[src/rtl/llrt_pkg.sv]
`timescale 1ns / 1ps
`default_nettype none
// ----------------------------------------------------------------------------
// llrt_pkg
// Operation codes and stream word layout of the least laxity ready table.
// ----------------------------------------------------------------------------
package llrt_pkg;

  // operation codes carried on in_tuser
  typedef logic [1:0] op_t;
  localparam op_t OP_PUSH   = 2'd0;
  localparam op_t OP_REMOVE = 2'd1;
  localparam op_t OP_FRONT  = 2'd2;
  localparam op_t OP_MIN    = 2'd3;

  // fixed widths of the stream fields
  localparam int unsigned JOB_W     = 8;
  localparam int unsigned LAX_IN_W  = 32;
  localparam int unsigned IN_DATA_W = 40;
  localparam int unsigned OUT_DATA_W = 16;

  // input word bit positions
  localparam int unsigned IN_JOB_LSB = 0;
  localparam int unsigned IN_LAX_LSB = 8;

  // result word bit positions
  localparam int unsigned OUT_JOB_LSB   = 0;
  localparam int unsigned OUT_FOUND_BIT = 8;
  localparam int unsigned OUT_EMPTY_BIT = 9;
  localparam int unsigned OUT_OVF_BIT   = 10;

endpackage : llrt_pkg
`default_nettype wire

[src/rtl/llrt_ram.sv]
`timescale 1ns / 1ps
`default_nettype none
// ----------------------------------------------------------------------------
// llrt_ram
// Generic simple dual port RAM, one write and one registered read per cycle.
// ----------------------------------------------------------------------------
module llrt_ram #(
  parameter int unsigned WIDTH = 40,
  parameter int unsigned DEPTH = 16
) (
  input  wire logic                     clk,
  input  wire logic                     wr_en,
  input  wire logic [$clog2(DEPTH)-1:0] wr_addr,
  input  wire logic [WIDTH-1:0]         wr_data,
  input  wire logic [$clog2(DEPTH)-1:0] rd_addr,
  output logic      [WIDTH-1:0]         rd_data
);

  logic [WIDTH-1:0] mem [DEPTH];

  // write port
  always_ff @(posedge clk) begin
    if (wr_en) begin
      mem[wr_addr] <= wr_data;
    end
  end

  // registered read port
  always_ff @(posedge clk) begin
    rd_data <= mem[rd_addr];
  end

endmodule : llrt_ram
`default_nettype wire

[src/rtl/least_laxity_ready_table_unit.sv]
`timescale 1ns / 1ps
`default_nettype none
// ----------------------------------------------------------------------------
// least_laxity_ready_table_unit
// Ordered ready table of jobs with push, remove by id, front and least laxity.
// ----------------------------------------------------------------------------
//  channel | dir | tdata fields (low bit up)               | tuser
//  in_     | in  | job_id[7:0], laxity[39:8], pad to 40    | op[1:0]
//  out_    | out | result_job[7:0], found[8], is_empty[9], | -
//          |     | overflow[10], pad to 16                 |
//
// push: result in the cycle after accept; front: answered from a read of
// entry 0; remove and least laxity walk all n stored jobs through the single
// read port of the entry RAM, one entry a cycle (remove shifts later entries
// down through the write port on the same walk). One word is in work at a
// time. Synchronous active low reset empties the table; RAM contents need no
// clearing. A stalled result sits in the output register; a new word is
// taken once that register is free or being emptied.
// ----------------------------------------------------------------------------
module least_laxity_ready_table_unit #(
  parameter int unsigned DEPTH    = 16,
  parameter int unsigned ID_BITS  = 8,
  parameter int unsigned LAX_BITS = 32
) (
  input  wire logic                            clk,
  input  wire logic                            rst_n,
  input  wire logic                            in_tvalid,
  output logic                                 in_tready,
  // job_id[7:0], laxity[39:8]
  input  wire logic [llrt_pkg::IN_DATA_W-1:0]  in_tdata,
  // op[1:0]
  input  wire logic [1:0]                      in_tuser,
  output logic                                 out_tvalid,
  input  wire logic                            out_tready,
  // result_job[7:0], found[8], is_empty[9], overflow[10]
  output logic      [llrt_pkg::OUT_DATA_W-1:0] out_tdata
);

  localparam int unsigned IDX_W = $clog2(DEPTH);
  localparam int unsigned CNT_W = $clog2(DEPTH + 1);
  localparam int unsigned ENT_W = ID_BITS + LAX_BITS;

  localparam logic S_IDLE = 1'b0;
  localparam logic S_SCAN = 1'b1;

  // control registers
  logic                   state_r, state_nxt;
  logic [CNT_W-1:0]       count_r, count_nxt;
  logic [IDX_W-1:0]       dat_idx_r, dat_idx_nxt;
  logic                   hit_r, hit_nxt;
  logic                   out_valid_r, out_valid_nxt;
  // payload registers
  llrt_pkg::op_t          op_r, op_nxt;
  logic [ID_BITS-1:0]     id_r, id_nxt;
  logic [LAX_BITS-1:0]    best_lax_r, best_lax_nxt;
  logic [ID_BITS-1:0]     best_job_r, best_job_nxt;
  logic [llrt_pkg::JOB_W-1:0] res_job_r, res_job_nxt;
  logic                   res_found_r, res_found_nxt;
  logic                   res_empty_r, res_empty_nxt;
  logic                   res_ovf_r, res_ovf_nxt;

  // RAM ports
  logic                   wr_en;
  logic [IDX_W-1:0]       wr_addr;
  logic [ENT_W-1:0]       wr_data;
  logic [IDX_W-1:0]       rd_addr;
  logic [ENT_W-1:0]       rd_data;

  // decoded input word
  logic                   in_accept;
  llrt_pkg::op_t          in_op;
  logic [ID_BITS-1:0]     in_id;
  logic [LAX_BITS-1:0]    in_lax;

  // entry read back
  logic [ID_BITS-1:0]     rd_job;
  logic [LAX_BITS-1:0]    rd_lax;
  logic                   full;
  logic [IDX_W-1:0]       last_idx;
  logic                   last;
  logic                   match;
  logic                   take;
  logic [ID_BITS-1:0]     sel_job;

  assign in_tready = (state_r == S_IDLE) && (!out_valid_r || out_tready);
  assign in_accept = in_tvalid && in_tready;
  assign in_op     = llrt_pkg::op_t'(in_tuser);
  assign in_id     = ID_BITS'(in_tdata[llrt_pkg::IN_JOB_LSB +: llrt_pkg::JOB_W]);
  assign in_lax    = LAX_BITS'(in_tdata[llrt_pkg::IN_LAX_LSB +: llrt_pkg::LAX_IN_W]);

  assign rd_lax    = rd_data[LAX_BITS-1:0];
  assign rd_job    = rd_data[ENT_W-1:LAX_BITS];
  assign full      = (count_r == CNT_W'(DEPTH));
  assign last_idx  = IDX_W'(count_r - CNT_W'(1));
  assign match     = (rd_job == id_r);
  assign take      = (dat_idx_r == '0) || ($signed(rd_lax) < $signed(best_lax_r));

  // entry storage, job id above laxity
  llrt_ram #(
    .WIDTH (ENT_W),
    .DEPTH (DEPTH)
  ) u_ram (
    .clk     (clk),
    .wr_en   (wr_en),
    .wr_addr (wr_addr),
    .wr_data (wr_data),
    .rd_addr (rd_addr),
    .rd_data (rd_data)
  );

  // sequencer
  always_comb begin
    state_nxt     = state_r;
    count_nxt     = count_r;
    dat_idx_nxt   = dat_idx_r;
    hit_nxt       = hit_r;
    out_valid_nxt = out_valid_r;
    op_nxt        = op_r;
    id_nxt        = id_r;
    best_lax_nxt  = best_lax_r;
    best_job_nxt  = best_job_r;
    res_job_nxt   = res_job_r;
    res_found_nxt = res_found_r;
    res_empty_nxt = res_empty_r;
    res_ovf_nxt   = res_ovf_r;
    wr_en         = 1'b0;
    wr_addr       = count_r[IDX_W-1:0];
    wr_data       = {in_id, in_lax};
    rd_addr       = '0;
    last          = 1'b0;
    sel_job       = rd_job;

    if (out_valid_r && out_tready) begin
      out_valid_nxt = 1'b0;
    end

    case (state_r)
      S_IDLE: begin
        rd_addr = '0;
        if (in_accept) begin
          op_nxt      = in_op;
          id_nxt      = in_id;
          hit_nxt     = 1'b0;
          dat_idx_nxt = '0;
          if (in_op == llrt_pkg::OP_PUSH) begin
            // append at the tail or drop when full
            out_valid_nxt = 1'b1;
            res_job_nxt   = '0;
            res_found_nxt = 1'b0;
            res_empty_nxt = 1'b0;
            res_ovf_nxt   = full;
            if (!full) begin
              wr_en     = 1'b1;
              count_nxt = count_r + CNT_W'(1);
            end
          end else if (count_r == '0) begin
            // nothing stored, answer at once
            out_valid_nxt = 1'b1;
            res_job_nxt   = '0;
            res_found_nxt = 1'b0;
            res_empty_nxt = 1'b1;
            res_ovf_nxt   = 1'b0;
          end else begin
            state_nxt = S_SCAN;
          end
        end
      end
      S_SCAN: begin
        rd_addr = dat_idx_r + IDX_W'(1);
        last    = (op_r == llrt_pkg::OP_FRONT) || (dat_idx_r == last_idx);
        case (op_r)
          llrt_pkg::OP_MIN: begin
            if (take) begin
              best_lax_nxt = rd_lax;
              best_job_nxt = rd_job;
            end
            sel_job = take ? rd_job : best_job_r;
          end
          llrt_pkg::OP_REMOVE: begin
            // after the hit, every entry moves down by one
            if (hit_r) begin
              wr_en   = 1'b1;
              wr_addr = dat_idx_r - IDX_W'(1);
              wr_data = rd_data;
            end else if (match) begin
              hit_nxt = 1'b1;
            end
          end
          default: begin
            sel_job = rd_job;
          end
        endcase
        if (last) begin
          state_nxt     = S_IDLE;
          out_valid_nxt = 1'b1;
          res_ovf_nxt   = 1'b0;
          if (op_r == llrt_pkg::OP_REMOVE) begin
            res_job_nxt   = '0;
            res_found_nxt = hit_r || match;
            if (hit_r || match) begin
              count_nxt = count_r - CNT_W'(1);
            end
          end else begin
            res_job_nxt   = llrt_pkg::JOB_W'(sel_job);
            res_found_nxt = 1'b1;
          end
          res_empty_nxt = (count_nxt == '0);
        end else begin
          dat_idx_nxt = dat_idx_r + IDX_W'(1);
        end
      end
      default: begin
        state_nxt = S_IDLE;
      end
    endcase
  end

  // control state
  always_ff @(posedge clk) begin
    if (!rst_n) begin
      state_r     <= S_IDLE;
      count_r     <= '0;
      dat_idx_r   <= '0;
      hit_r       <= 1'b0;
      out_valid_r <= 1'b0;
    end else begin
      state_r     <= state_nxt;
      count_r     <= count_nxt;
      dat_idx_r   <= dat_idx_nxt;
      hit_r       <= hit_nxt;
      out_valid_r <= out_valid_nxt;
    end
  end

  // payload
  always_ff @(posedge clk) begin
    op_r        <= op_nxt;
    id_r        <= id_nxt;
    best_lax_r  <= best_lax_nxt;
    best_job_r  <= best_job_nxt;
    res_job_r   <= res_job_nxt;
    res_found_r <= res_found_nxt;
    res_empty_r <= res_empty_nxt;
    res_ovf_r   <= res_ovf_nxt;
  end

  assign out_tvalid = out_valid_r;
  assign out_tdata  = {5'd0, res_ovf_r, res_empty_r, res_found_r, res_job_r};

  // checks
  a_count_bound: assert property (@(posedge clk) disable iff (!rst_n)
    count_r <= CNT_W'(DEPTH))
    else $error("fill count above depth");

  a_push_grows: assert property (@(posedge clk) disable iff (!rst_n)
    (in_accept && in_op == llrt_pkg::OP_PUSH && !full)
      |=> count_r == $past(count_r) + CNT_W'(1))
    else $error("push did not grow the table");

  a_scan_shrink: assert property (@(posedge clk) disable iff (!rst_n)
    (state_r == S_SCAN)
      |=> (count_r == $past(count_r) || count_r == $past(count_r) - CNT_W'(1)))
    else $error("walk changed fill count by more than one");

  a_scan_out_free: assert property (@(posedge clk) disable iff (!rst_n)
    (state_r == S_SCAN) |-> !out_valid_r)
    else $error("result pending during walk");

endmodule : least_laxity_ready_table_unit
`default_nettype wire

[config.mk]
export PLATFORM = sky130hd
export DESIGN_NAME = least_laxity_ready_table_unit
export DESIGN_NICKNAME = d
export VERILOG_FILES = /design/src/rtl/llrt_pkg.sv /design/src/rtl/llrt_ram.sv /design/src/rtl/least_laxity_ready_table_unit.sv
export SDC_FILE = /design/constraint.sdc
export NUM_CORES = 1
export LEC_CHECK = 0
export BUFFER_PORTS_ARGS = -buffer_cell sky130_fd_sc_hd__buf_2
export CAP_MARGIN = 20
export CORE_MARGIN = 4
export CORE_UTILIZATION = 38
export DETAILED_ROUTE_END_ITERATION = 8
export GPL_ROUTABILITY_DRIVEN = 0
export SLEW_MARGIN = 20
export SYNTH_ARGS = -nofsm -noshare
export SYNTH_HDL_FRONTEND = slang
export SYNTH_SLANG_ARGS = --single-unit
[constraint.sdc]
create_clock -name clk -period 3.75 [get_ports clk]
set_clock_uncertainty 0.1 [all_clocks]
set_input_delay 0.1875 -clock clk [delete_from_list [all_inputs] [get_ports clk]]
set_output_delay 0.1875 -clock clk [all_outputs]
set_load 0.01 [all_outputs]
# Word level (Yosys, flattened, before mapping)
# Memories as Yosys holds them, arrays and structs flattened. A register that Yosys moved wholly into a read port is not among the register bits.
# Cells that the tools add are included.
# totals
reg_bits,73
memories,1
in_bits,46
latchBits,0
wordCells,118
output_inout_bits,18
mem_bits_ro,0
ramBits,640
# classes
n_mul,0
n_eq_ne,13
n_div,0
muxes,66
n_addsub,4
n_bitwise,1
n_shift,0
reduce_logical,19
order_cmp,1
# memory_table
name,words,width,read_ports,rd_clocked_by_memory_dff,wr,line,rtl
u_ram.mem,16,40,1,1,1,llrt_ram.sv:19,logic [WIDTH-1:0] mem [DEPTH];
# op_table
cell,count
40-bit two-way mux,3
8-bit two-way mux,7
5-bit two-way mux,8
32-bit < comparator,1
1-bit two-way mux,32
4-bit two-way mux,5
4-bit one-hot mux with 2 select lines,2
8-bit one-hot mux with 2 select lines,1
1-bit one-hot mux with 2 select lines,7
5-bit logical NOT,2
5-bit one-hot mux with 2 select lines,1
8-bit == test,1
2-bit AND reduction,4
2-bit by 1-bit != test with 1-bit output (second input constant),3
2-bit != test (second input constant),3
3-bit AND reduction,2
5-bit by 1-bit adder with 5-bit output (second input constant),1
5-bit == test (second input constant),1
5-bit by 1-bit subtractor with 5-bit output (second input constant),1
4-bit by 1-bit adder with 4-bit output (second input constant),1
2-bit == test (second input constant),2
4-bit == test,1
4-bit logical NOT,1
1-bit logical OR,4
8 further kinds,10

# Depth between registers and ports, before layout
# Gate-level depths: netlist of run 1.
# logic_depth
depth_word,9
mapped_depth,12
mapped_depth_nobuf,9

# Modules after synthesis
# A second synthesis of run 1 with hierarchy kept.
# unflattened
hier_cells,1464
hier_area_um2,29752.3
# modules_own_cells
mod,instances,cells_each,area_each_um2,seq_area_each_um2
llrt_ram,1,1040,25130.4,20019.2
least_laxity_ready_table_unit,1,424,4621.9,2072.0

# Worst setup path after synthesis of run 1
# No wires, ideal clock.
# synth_timing
path_kind,reg-to-reg
startpoint,register dat_idx_r[0]
endpoint,"memory u_ram.mem[15][0], enable pin"
path_slack_ns,-0.149
path_stages_with_launch,10
setup_time_ns,0.438
synth_period_minus_slack_ns,3.899
n_path_buf,3
arrival_time_ns,3.362
path_cell_list,dfxtp_1 -> buf_2 -> inv_1 -> clkbuf_1 -> clkbuf_1 -> ha_1 -> xnor2_1 -> o21ai_0 -> nand2_1 -> nor2_1
# synth_via
elab_chain_cells,4
# synth_rtl
element,line,rtl
from (decl),least_laxity_ready_table_unit.sv:49,"logic [IDX_W-1:0] dat_idx_r, dat_idx_nxt;"
from (signal assigned),least_laxity_ready_table_unit.sv:229,dat_idx_r <= dat_idx_nxt;
4-bit by 1-bit subtractor with 4-bit output,least_laxity_ready_table_unit.sv:183,wr_addr = dat_idx_r - IDX_W'(1);
4-bit two-way mux,least_laxity_ready_table_unit.sv:181,if (hit_r) begin
4-bit two-way mux,least_laxity_ready_table_unit.sv:171,case (op_r)
4-bit two-way mux,least_laxity_ready_table_unit.sv:137,case (state_r)
to (decl),llrt_ram.sv:19,
# No other way between the ends.

# Worst setup path in the final report of run 1
# layout_timing
startpoint,register u_ram.rd_data[27] (read register of u_ram.mem)
endpoint,"register best_lax_r[12], enable pin"
# layout_via
elab_chain_cells,3
# layout_rtl
element,line,rtl
from (decl),llrt_ram.sv:16,output logic [WIDTH-1:0] rd_data
32-bit < comparator,least_laxity_ready_table_unit.sv:96,assign take = (dat_idx_r == '0) || ($signed(rd_lax) < $signed(best_lax_r));
1-bit logical OR,least_laxity_ready_table_unit.sv:96,
3-bit AND reduction (no line),n/a,
to (signal assigned),least_laxity_ready_table_unit.sv:239,best_lax_r <= best_lax_nxt;
to (decl),least_laxity_ready_table_unit.sv:55,"logic [LAX_BITS-1:0] best_lax_r, best_lax_nxt;"
# No other way between the ends.
# A chain may end at the register's enable or synchronous reset.

==> results of run 1 <==
## flip-flops by register name (all words and copies together) (netlist names), 2 cells and up
register	flops
best_lax_r	32
u_ram.rd_data	40
op_r	2
dat_idx_r	4
count_r	5
u_ram.mem	640
res_job_r	8
best_job_r	8
id_r	8
## report_power, final
| part | internal, mW | switching [mW] | leakage, nW |
|---|---|---|---|
| clock | 4.41 | 3.07 | 1.20 |
| combinational | 0.229 | 0.380 | 3.27 |
| sequential | 9.27 | 0.0566 | 6.76 |
| total | 13.9 | 3.51 | 11.2 |
## kinds of logic (layout without fill, tap and decap cells)
logic type | Yosys count | in the layout | share of synthesized area, %
muxes | 251 | 251 | 10.2
adders and majority gates | 36 | 36 | 1.49
xor gates and xnor gates | 19 | 19 | 0.549
and+or+nand+nor | 340 | 340 | 5.29
buffers and inverters | 162 | 319 | 2.28
DFF | 753 | 753 | 72.9
AOI/OAI and AO/OA | 306 | 306 | 7.26
other | 1 | 5 | 0.0124
## placed cells by master (no fill, tap or decap), types with 38 or more instances in the layout
cell type	Yosys	routed
a21oi_1	54	54
edfxtp_1	701	701
mux4_2	42	42
clkbuf_1	71	38
inv_1	41	40
a31oi_1	42	42
buf_2	31	58
nand2_1	184	181
clkbuf_16	0	78
mux2_2	47	47
a311oi_1	39	39
a211oi_1	117	117
and2_1	78	78
mux2i_1	161	161
dfxtp_1	52	51
## metrics by stage
step | hold slack (ns) | power [mW] | TNS, ns | setup WS (ns)
final | 0.00679 | 17.4 | 0 | 0.565
after global routing | 0.0340 | 18.0 | 0 | 0.352
after CTS | 0.000116 | 17.6 | 0 | 0.534
after detailed placement | 0.304 | 10.1 | 0 | 0.549
after global placement | 0.302 | 10.1 | 0 | 0.538
after floorplan | 0.186 | 9.87 | -67.21 | -0.149
## worst max-delay path by stage
stage	endpoint	from	depth (start not counted)
2_1_floorplan	u_ram.mem[15][0]	dat_idx_r[0]	9
3_3_place_gp	best_lax_r[13]	best_lax_r[1]	8
3_5_place_dp	best_lax_r[14]	best_lax_r[1]	8
4_1_cts	best_lax_r[12]	best_lax_r[1]	8
5_1_grt	best_lax_r[13]	best_lax_r[1]	8
6_report	best_lax_r[12]	u_ram.rd_data[27]	8
## worst max-delay path: cells and delay by family (launching register included)
| family | cells | cell delay (ns) |
|---|---|---|
| adder cells (fa/ha/maj) | 1 | 0.28 |
| AND/OR/NAND/NOR | 2 | 0.85 |
| AO/OA/AOI/OAI | 5 | 1.13 |
| flip-flops | 1 | 0.42 |
## metal layers
layer / vias up / GRT usage (%) / wire, um
met2: 394 / 27.9 / 34800
met3: 119 / 2.45 / 2740
met1: 8429 / 22.2 / 31300
li1: 7488 / - / -
met4: 0 / 4.73 / 1700
met5: - / 0 / 0
## cell type report
type	instances	area share, %
sequential	753	63.2
multi-input combinational	957	22.0
clock buffer	125	6.35
tap	1050	3.76
timing repair buffer	133	3.48
clock inverter	19	0.712
inverter	42	0.451
## Yosys cell counts (all sizes together) (2+ instances only)
| cell type | number | area share [%] |
|---|---|---|
| ha | 36 | 1.5 |
| a31oi | 43 | 0.94 |
| xnor2 | 8 | 0.23 |
| a2111oi | 2 | 0.078 |
| a21boi | 4 | 0.099 |
| o21a | 5 | 0.12 |
| nand4 | 4 | 0.083 |
| nand2b | 3 | 0.087 |
| a41oi | 3 | 0.087 |
| nand3 | 11 | 0.18 |
| a21o | 3 | 0.074 |
| and3 | 3 | 0.062 |
| xor2 | 11 | 0.32 |
| a311oi | 39 | 1.1 |
| dfxtp | 52 | 3.4 |
| a32o | 8 | 0.26 |
| buf | 49 | 0.88 |
| and2 | 83 | 1.7 |
| nor4 | 4 | 0.083 |
| a32oi | 5 | 0.14 |
| nor2b | 6 | 0.12 |
| inv | 42 | 0.52 |
| a211oi | 117 | 2.9 |
| a21oi | 54 | 0.89 |
| a211o | 2 | 0.062 |
| or2 | 2 | 0.041 |
| mux2 | 48 | 1.8 |
| nor3 | 2 | 0.033 |
| mux4 | 42 | 3.1 |
| o22ai | 2 | 0.041 |
| nor2 | 31 | 0.42 |
| o221ai | 3 | 0.11 |
| o211ai | 2 | 0.050 |
| mux2i | 161 | 5.3 |
| o21ai | 11 | 0.18 |
| edfxtp | 701 | 69 |
| nand2 | 184 | 2.3 |
| clkbuf | 71 | 0.88 |
==> results.md, run 1 <==
- 1258 — First DRT Iteration DRCs
- 19 — hold bufs inserted after CTS
- edfxtp_1 — dominant register cell in the synthesized netlist
- 72.9% — sequential element share of the synthesized area
- 1868 — Syn Inst Count
- 3 — number of H-tree levels
- 2047 — # nets final
- 78 — CTS Buf Count
- best_lax_r[12] — Reg-to-Reg End
- 38.4% — initial cell density of the core
- 0.55 ns — largest incremental delay on the critical path
- 0 — DR DRC count
- 1.03 ns — Worst Max-Slew Pin Slew
- 0 — final hold violation count
- in_tdata[24] — start point of the worst hold path
- 753 — Synth Register Bits
- 16400 — detailed-route via count
- in -> reg — path category of the worst min-delay check
- register — sort of element at the end of the critical path
- 0.57 ns — FF-to-FF setup slack
- yes — TritonCTS clock tree
- 103 — number of placement rows
- 58 — PortBufs
- 701 — number of synthesized flops with an enable pin
- 3.87 ns — Req. time, crit path
- 15.3% — signed area change from the synthesized netlist to the final layout
- 753 — number of sinks on the clock net
- a21oi_1 — cell mode on critical path
- 498 nW/um^2 — pwr dens
- 3 — largest buffer count on any clock path
- 79000 um^2 — Core Area
- 0.06 ns — clock-pin slew on the worst setup and hold paths
- reg -> reg — kind of critical path
- 38.7 mm — dpl hpwl
- 70.6 mm — wire length reported by the detailed router
- and2b_2 — slowest library cell on the worst path
- 64 — # IOs
- 2 — worst hold path depth
- 87 — maximum number of pins on one net before global-route repair
- 35000 um^2 — Final Instance Area
- no — unrepaired setup endpoints after global routing
- 3.18 ns — time the worst path needs with I/O delays and setup
- 16.2 um^2 — per-instance average area after synthesis
- 3.30 ns — data arrival time of the critical path
- 2916 — total instance count after detailed placement
- 16600 — number of global-route vias before repair
- 0 — total global routing overflow
- 30300 um^2 — cell area after technology mapping
- 6844 — number of fill cells
- 1 — initial antenna violation count
- 0 — number of setup buffers added after CTS
- u_ram.rd_data[27] — start of the worst register-to-register path
- 0.62 ns — clock latency reported for the late side of the worst-skew pair
- 32 — Crit Path Max Fanout
- 0.351 mV — worst supply voltage drop on vdd
- 0.314 GHz — Fmax
- 16.5% — GRT Total Usage
- 84300 um^2 — DIE AREA
- 30.8% — Relative slew margins
- 62 — number of unique standard cell types used by synthesis
- 0 — count of final max-slew check failures
- 0 — yosys synthesis warning count
- 0 — Diodes inserted
- 5 — first-pass detailed-route iteration total
- 17.0% — fraction of final layout cells sized beyond drive strength 1
- 8 — FF-to-FF path depth
- completed — outcome
- 0 — setup violation total in the final timing report
- 0 — remaining antenna violation count after routing
- ha_1 -> a21oi_1 -> o21ai_0 -> a21oi_1 -> nand3_1 -> a211o_2 -> a31oi_4 -> and2b_2 — Critical Path, Cell by Cell
- 44.2% — post-layout utilization of the core
- u_ram.mem[7][16] — Hold Crit Endpoint
- 290 um — Die Height
- clkbuf_16 — root cell of the clock tree
- 3079 — Final Non-Filler Cells
- 7700 um^2 — area occupied by multi-input gates
- 0 — max-cap viol count
- 11.2 nW — leakage power figure
- 32300 um^2 — Placed Instance Area
- 290 um — die width
- 84.9% — Period Utilization, post-route
- 106 mm — first-pass GRT wire length
- 22.9 um — detailed-route wire length per cell
- 22100 um^2 — sequential cell area
- 5.34 — mean number of vias per cell
- 0 — number of cells upsized or downsized after cts
- register — Worst Setup Start Kind
- 0% — share of flip-flops with an asynchronous set or reset after synthesis
No activity file was read; power rests on OpenSTA's default activity.
==> inputs of run 2 (changes only) <==
==> constraint.sdc (replaced) <==
create_clock -name clk -period 3.05 [get_ports clk]
set_clock_uncertainty 0.1 [all_clocks]
set_input_delay 0.1525 -clock clk [delete_from_list [all_inputs] [get_ports clk]]
set_output_delay 0.1525 -clock clk [all_outputs]
set_load 0.01 [all_outputs]
==> results.md, run 2 (synthesis results as in run 1) <==
- 103 — number of placement rows, unchanged
- 7710 um^2 — area occupied by multi-input gates, was 7700 um^2
- best_lax_r[1] — start of the worst register-to-register path, was u_ram.rd_data[27]
- 0 — final hold violation count, unchanged
- 21.7 mW — sum of internal, switching and leakage power, was 17.4 mW
- 84300 um^2 — DIE AREA, unchanged
- register — sort of element at the end of the critical path, unchanged
- 23.0 um — detailed-route wire length per cell, was 22.9 um
- 57.1% — Relative slew margins, was 30.8%
- completed — outcome, unchanged
- edfxtp_1 — most common cell after layout, fill and taps aside, unchanged
- 3.12 ns — data arrival time of the critical path, was 3.30 ns
- in_tdata[34] — start point of the worst hold path, was in_tdata[24]
- register — Worst Setup Start Kind, unchanged
- in -> reg — path category of the worst min-delay check, unchanged
- 0.62 ns — clock latency reported for the late side of the worst-skew pair, about the same
- 0 ns — final setup TNS, unchanged
- 640 — max FFs per register, unchanged
- 0 — setup violation total in the final timing report, unchanged
- 58 — PortBufs, unchanged
- u_ram.mem[9][26] — Hold Crit Endpoint, was u_ram.mem[7][16]
- 9 — FF-to-FF path depth, was 8
- 16 — Crit Path Max Fanout, was 32
- 290 um — die width, unchanged
- 7 — first-pass detailed-route iteration total, was 5
- 5.39 — mean number of vias per cell, was 5.34
- 16900 — number of global-route vias before repair, was 16600
- 0.06 ns — clock-pin slew on the worst setup and hold paths, about the same
- 2 — worst hold path depth, unchanged
- best_lax_r[14] — Reg-to-Reg End, was best_lax_r[12]
- 71.7 mm — wire length reported by the detailed router, was 70.6 mm
- 0 — Diodes inserted, unchanged
- u_ram.mem (640), u_ram.rd_data (40), best_lax_r (32) — registers with the most flip-flops, unchanged
- 0 — max-cap viol count, unchanged
- 79000 um^2 — Core Area, unchanged
- 18.3% — fraction of final layout cells sized beyond drive strength 1, was 17.0%
- 753 — number of sinks on the clock net, unchanged
- 2075 — # nets final, was 2047
- 613 nW/um^2 — pwr dens, was 498 nW/um^2
- 16700 — detailed-route via count, was 16400
- 290 um — Die Height, unchanged
- u_ram.mem — register with the most flip-flops, unchanged
- 64 — # IOs, unchanged
- 40.3 mm — dpl hpwl, was 38.7 mm
- 0 — remaining antenna violation count after routing, unchanged
- 1470 — First DRT Iteration DRCs, was 1258
- 1 — initial antenna violation count, unchanged
- 16.9% — signed area change from the synthesized netlist to the final layout, was 15.3%
- 2.90 ns — time the worst path needs with I/O delays and setup, was 3.18 ns
- 0.389 mV — worst supply voltage drop on vdd, was 0.351 mV
- reg -> reg — kind of critical path, unchanged
- 83 — maximum number of pins on one net before global-route repair, was 87
- 108 mm — first-pass GRT wire length, was 106 mm
- 95.2% — Period Utilization, post-route, was 84.9%
- edfxtp_1, nand2_1, mux2i_1, a211oi_1, clkbuf_16 — most frequent cells in the layout, was edfxtp_1, nand2_1, mux2i_1, a211oi_1
- 11.5 nW — leakage power figure, was 11.2 nW
- 22100 um^2 — sequential cell area, unchanged
- 0 — total global routing overflow, unchanged
- 38.4% — initial cell density of the core, unchanged
- 0 — count of final max-slew check failures, unchanged
- 16.8% — GRT Total Usage, was 16.5%
- 81 — CTS Buf Count, was 78
- 0 — DR DRC count, unchanged
- 0.15 ns — FF-to-FF setup slack, was 0.57 ns
- 0.0277 ns — final-layout worst hold slack, was 0.00679 ns
- 3 — number of H-tree levels, unchanged
- yes — TritonCTS clock tree, unchanged
- clkbuf_16 — root cell of the clock tree, unchanged
- 0 — number of setup buffers added after CTS, unchanged
- 3 — largest buffer count on any clock path, unchanged
- 0.642 ns — Worst Max-Slew Pin Slew, was 1.03 ns
- no — unrepaired setup endpoints after global routing, unchanged
- 0.344 GHz — Fmax, was 0.314 GHz
- 3.27 ns — Req. time, crit path, was 3.87 ns
- 6829 — number of fill cells, was 6844
-- run 2: layer usage --
metal  track usage, %  part of all wire, %  up-vias
li1                 -                    -     7524
met1             23.2                   44     8657
met2             27.8                   49      464
met3             2.72                  4.8      104
met4             4.42                  2.3        0
met5                0                    0        -
-- run 2: through the flow --
stage	instance area [um^2]	instances	utilization (%)	setup WS, ns
final	35400	3110	44.8	0.147
after global routing	35400	3110	44.8	0.0100
after CTS	35400	3109	44.8	0.0267
after detailed placement	32600	2939	41.3	-0.218
after global placement	32600	2939	41.3	-0.577
after floorplan	30400	1872	-	-0.236
-- run 2: critical path, stage by stage, from the launching register on --
cell       delay, ns
edfxtp_1        0.36
inv_1           0.06
ha_1            0.23
a2111oi_2       0.30
nor4b_1         0.12
a2111oi_2       0.52
a211o_2         0.29
a31oi_4         0.11
and2b_4         0.34
buf_12          0.17
-- run 2: layout make-up --
class                           instances  share of cell area, %
Clock inverter                         38                  0.986
Multi-Input combinational cell        957                   21.8
Timing Repair Buffer                  158                   4.42
Sequential cell                       753                   62.4
Clock buffer                          112                   6.28
Inverter                               42                  0.445
Tap cell                             1050                   3.71
-- run 2: report_power, final --
group	internal (mW)	switching, mW	total [mW]
clock	5.62	3.84	9.46
combinational	0.300	0.486	0.786
sequential	11.4	0.0632	11.5
total	17.3	4.39	21.7
-- run 2: repair_timing --
action	4_1_cts	5_1_grt
endpoints found under the hold margin	132	0
hold buffers	20	0
endpoints found under the setup margin	48	33
gates resized for setup	1	1
pin swaps	0	2
-- run 2: worst max-delay path by stage --
stage,to,slack [ns],start
5_1_grt,best_job_r[3],0.01,best_lax_r[11]
3_3_place_gp,best_lax_r[15],-0.58,best_lax_r[1]
4_1_cts,best_lax_r[29],0.03,best_lax_r[1]
6_report,best_lax_r[14],0.15,best_lax_r[1]
2_1_floorplan,u_ram.mem[13][0],-0.24,dat_idx_r[0]
3_5_place_dp,best_lax_r[14],-0.22,best_lax_r[1]
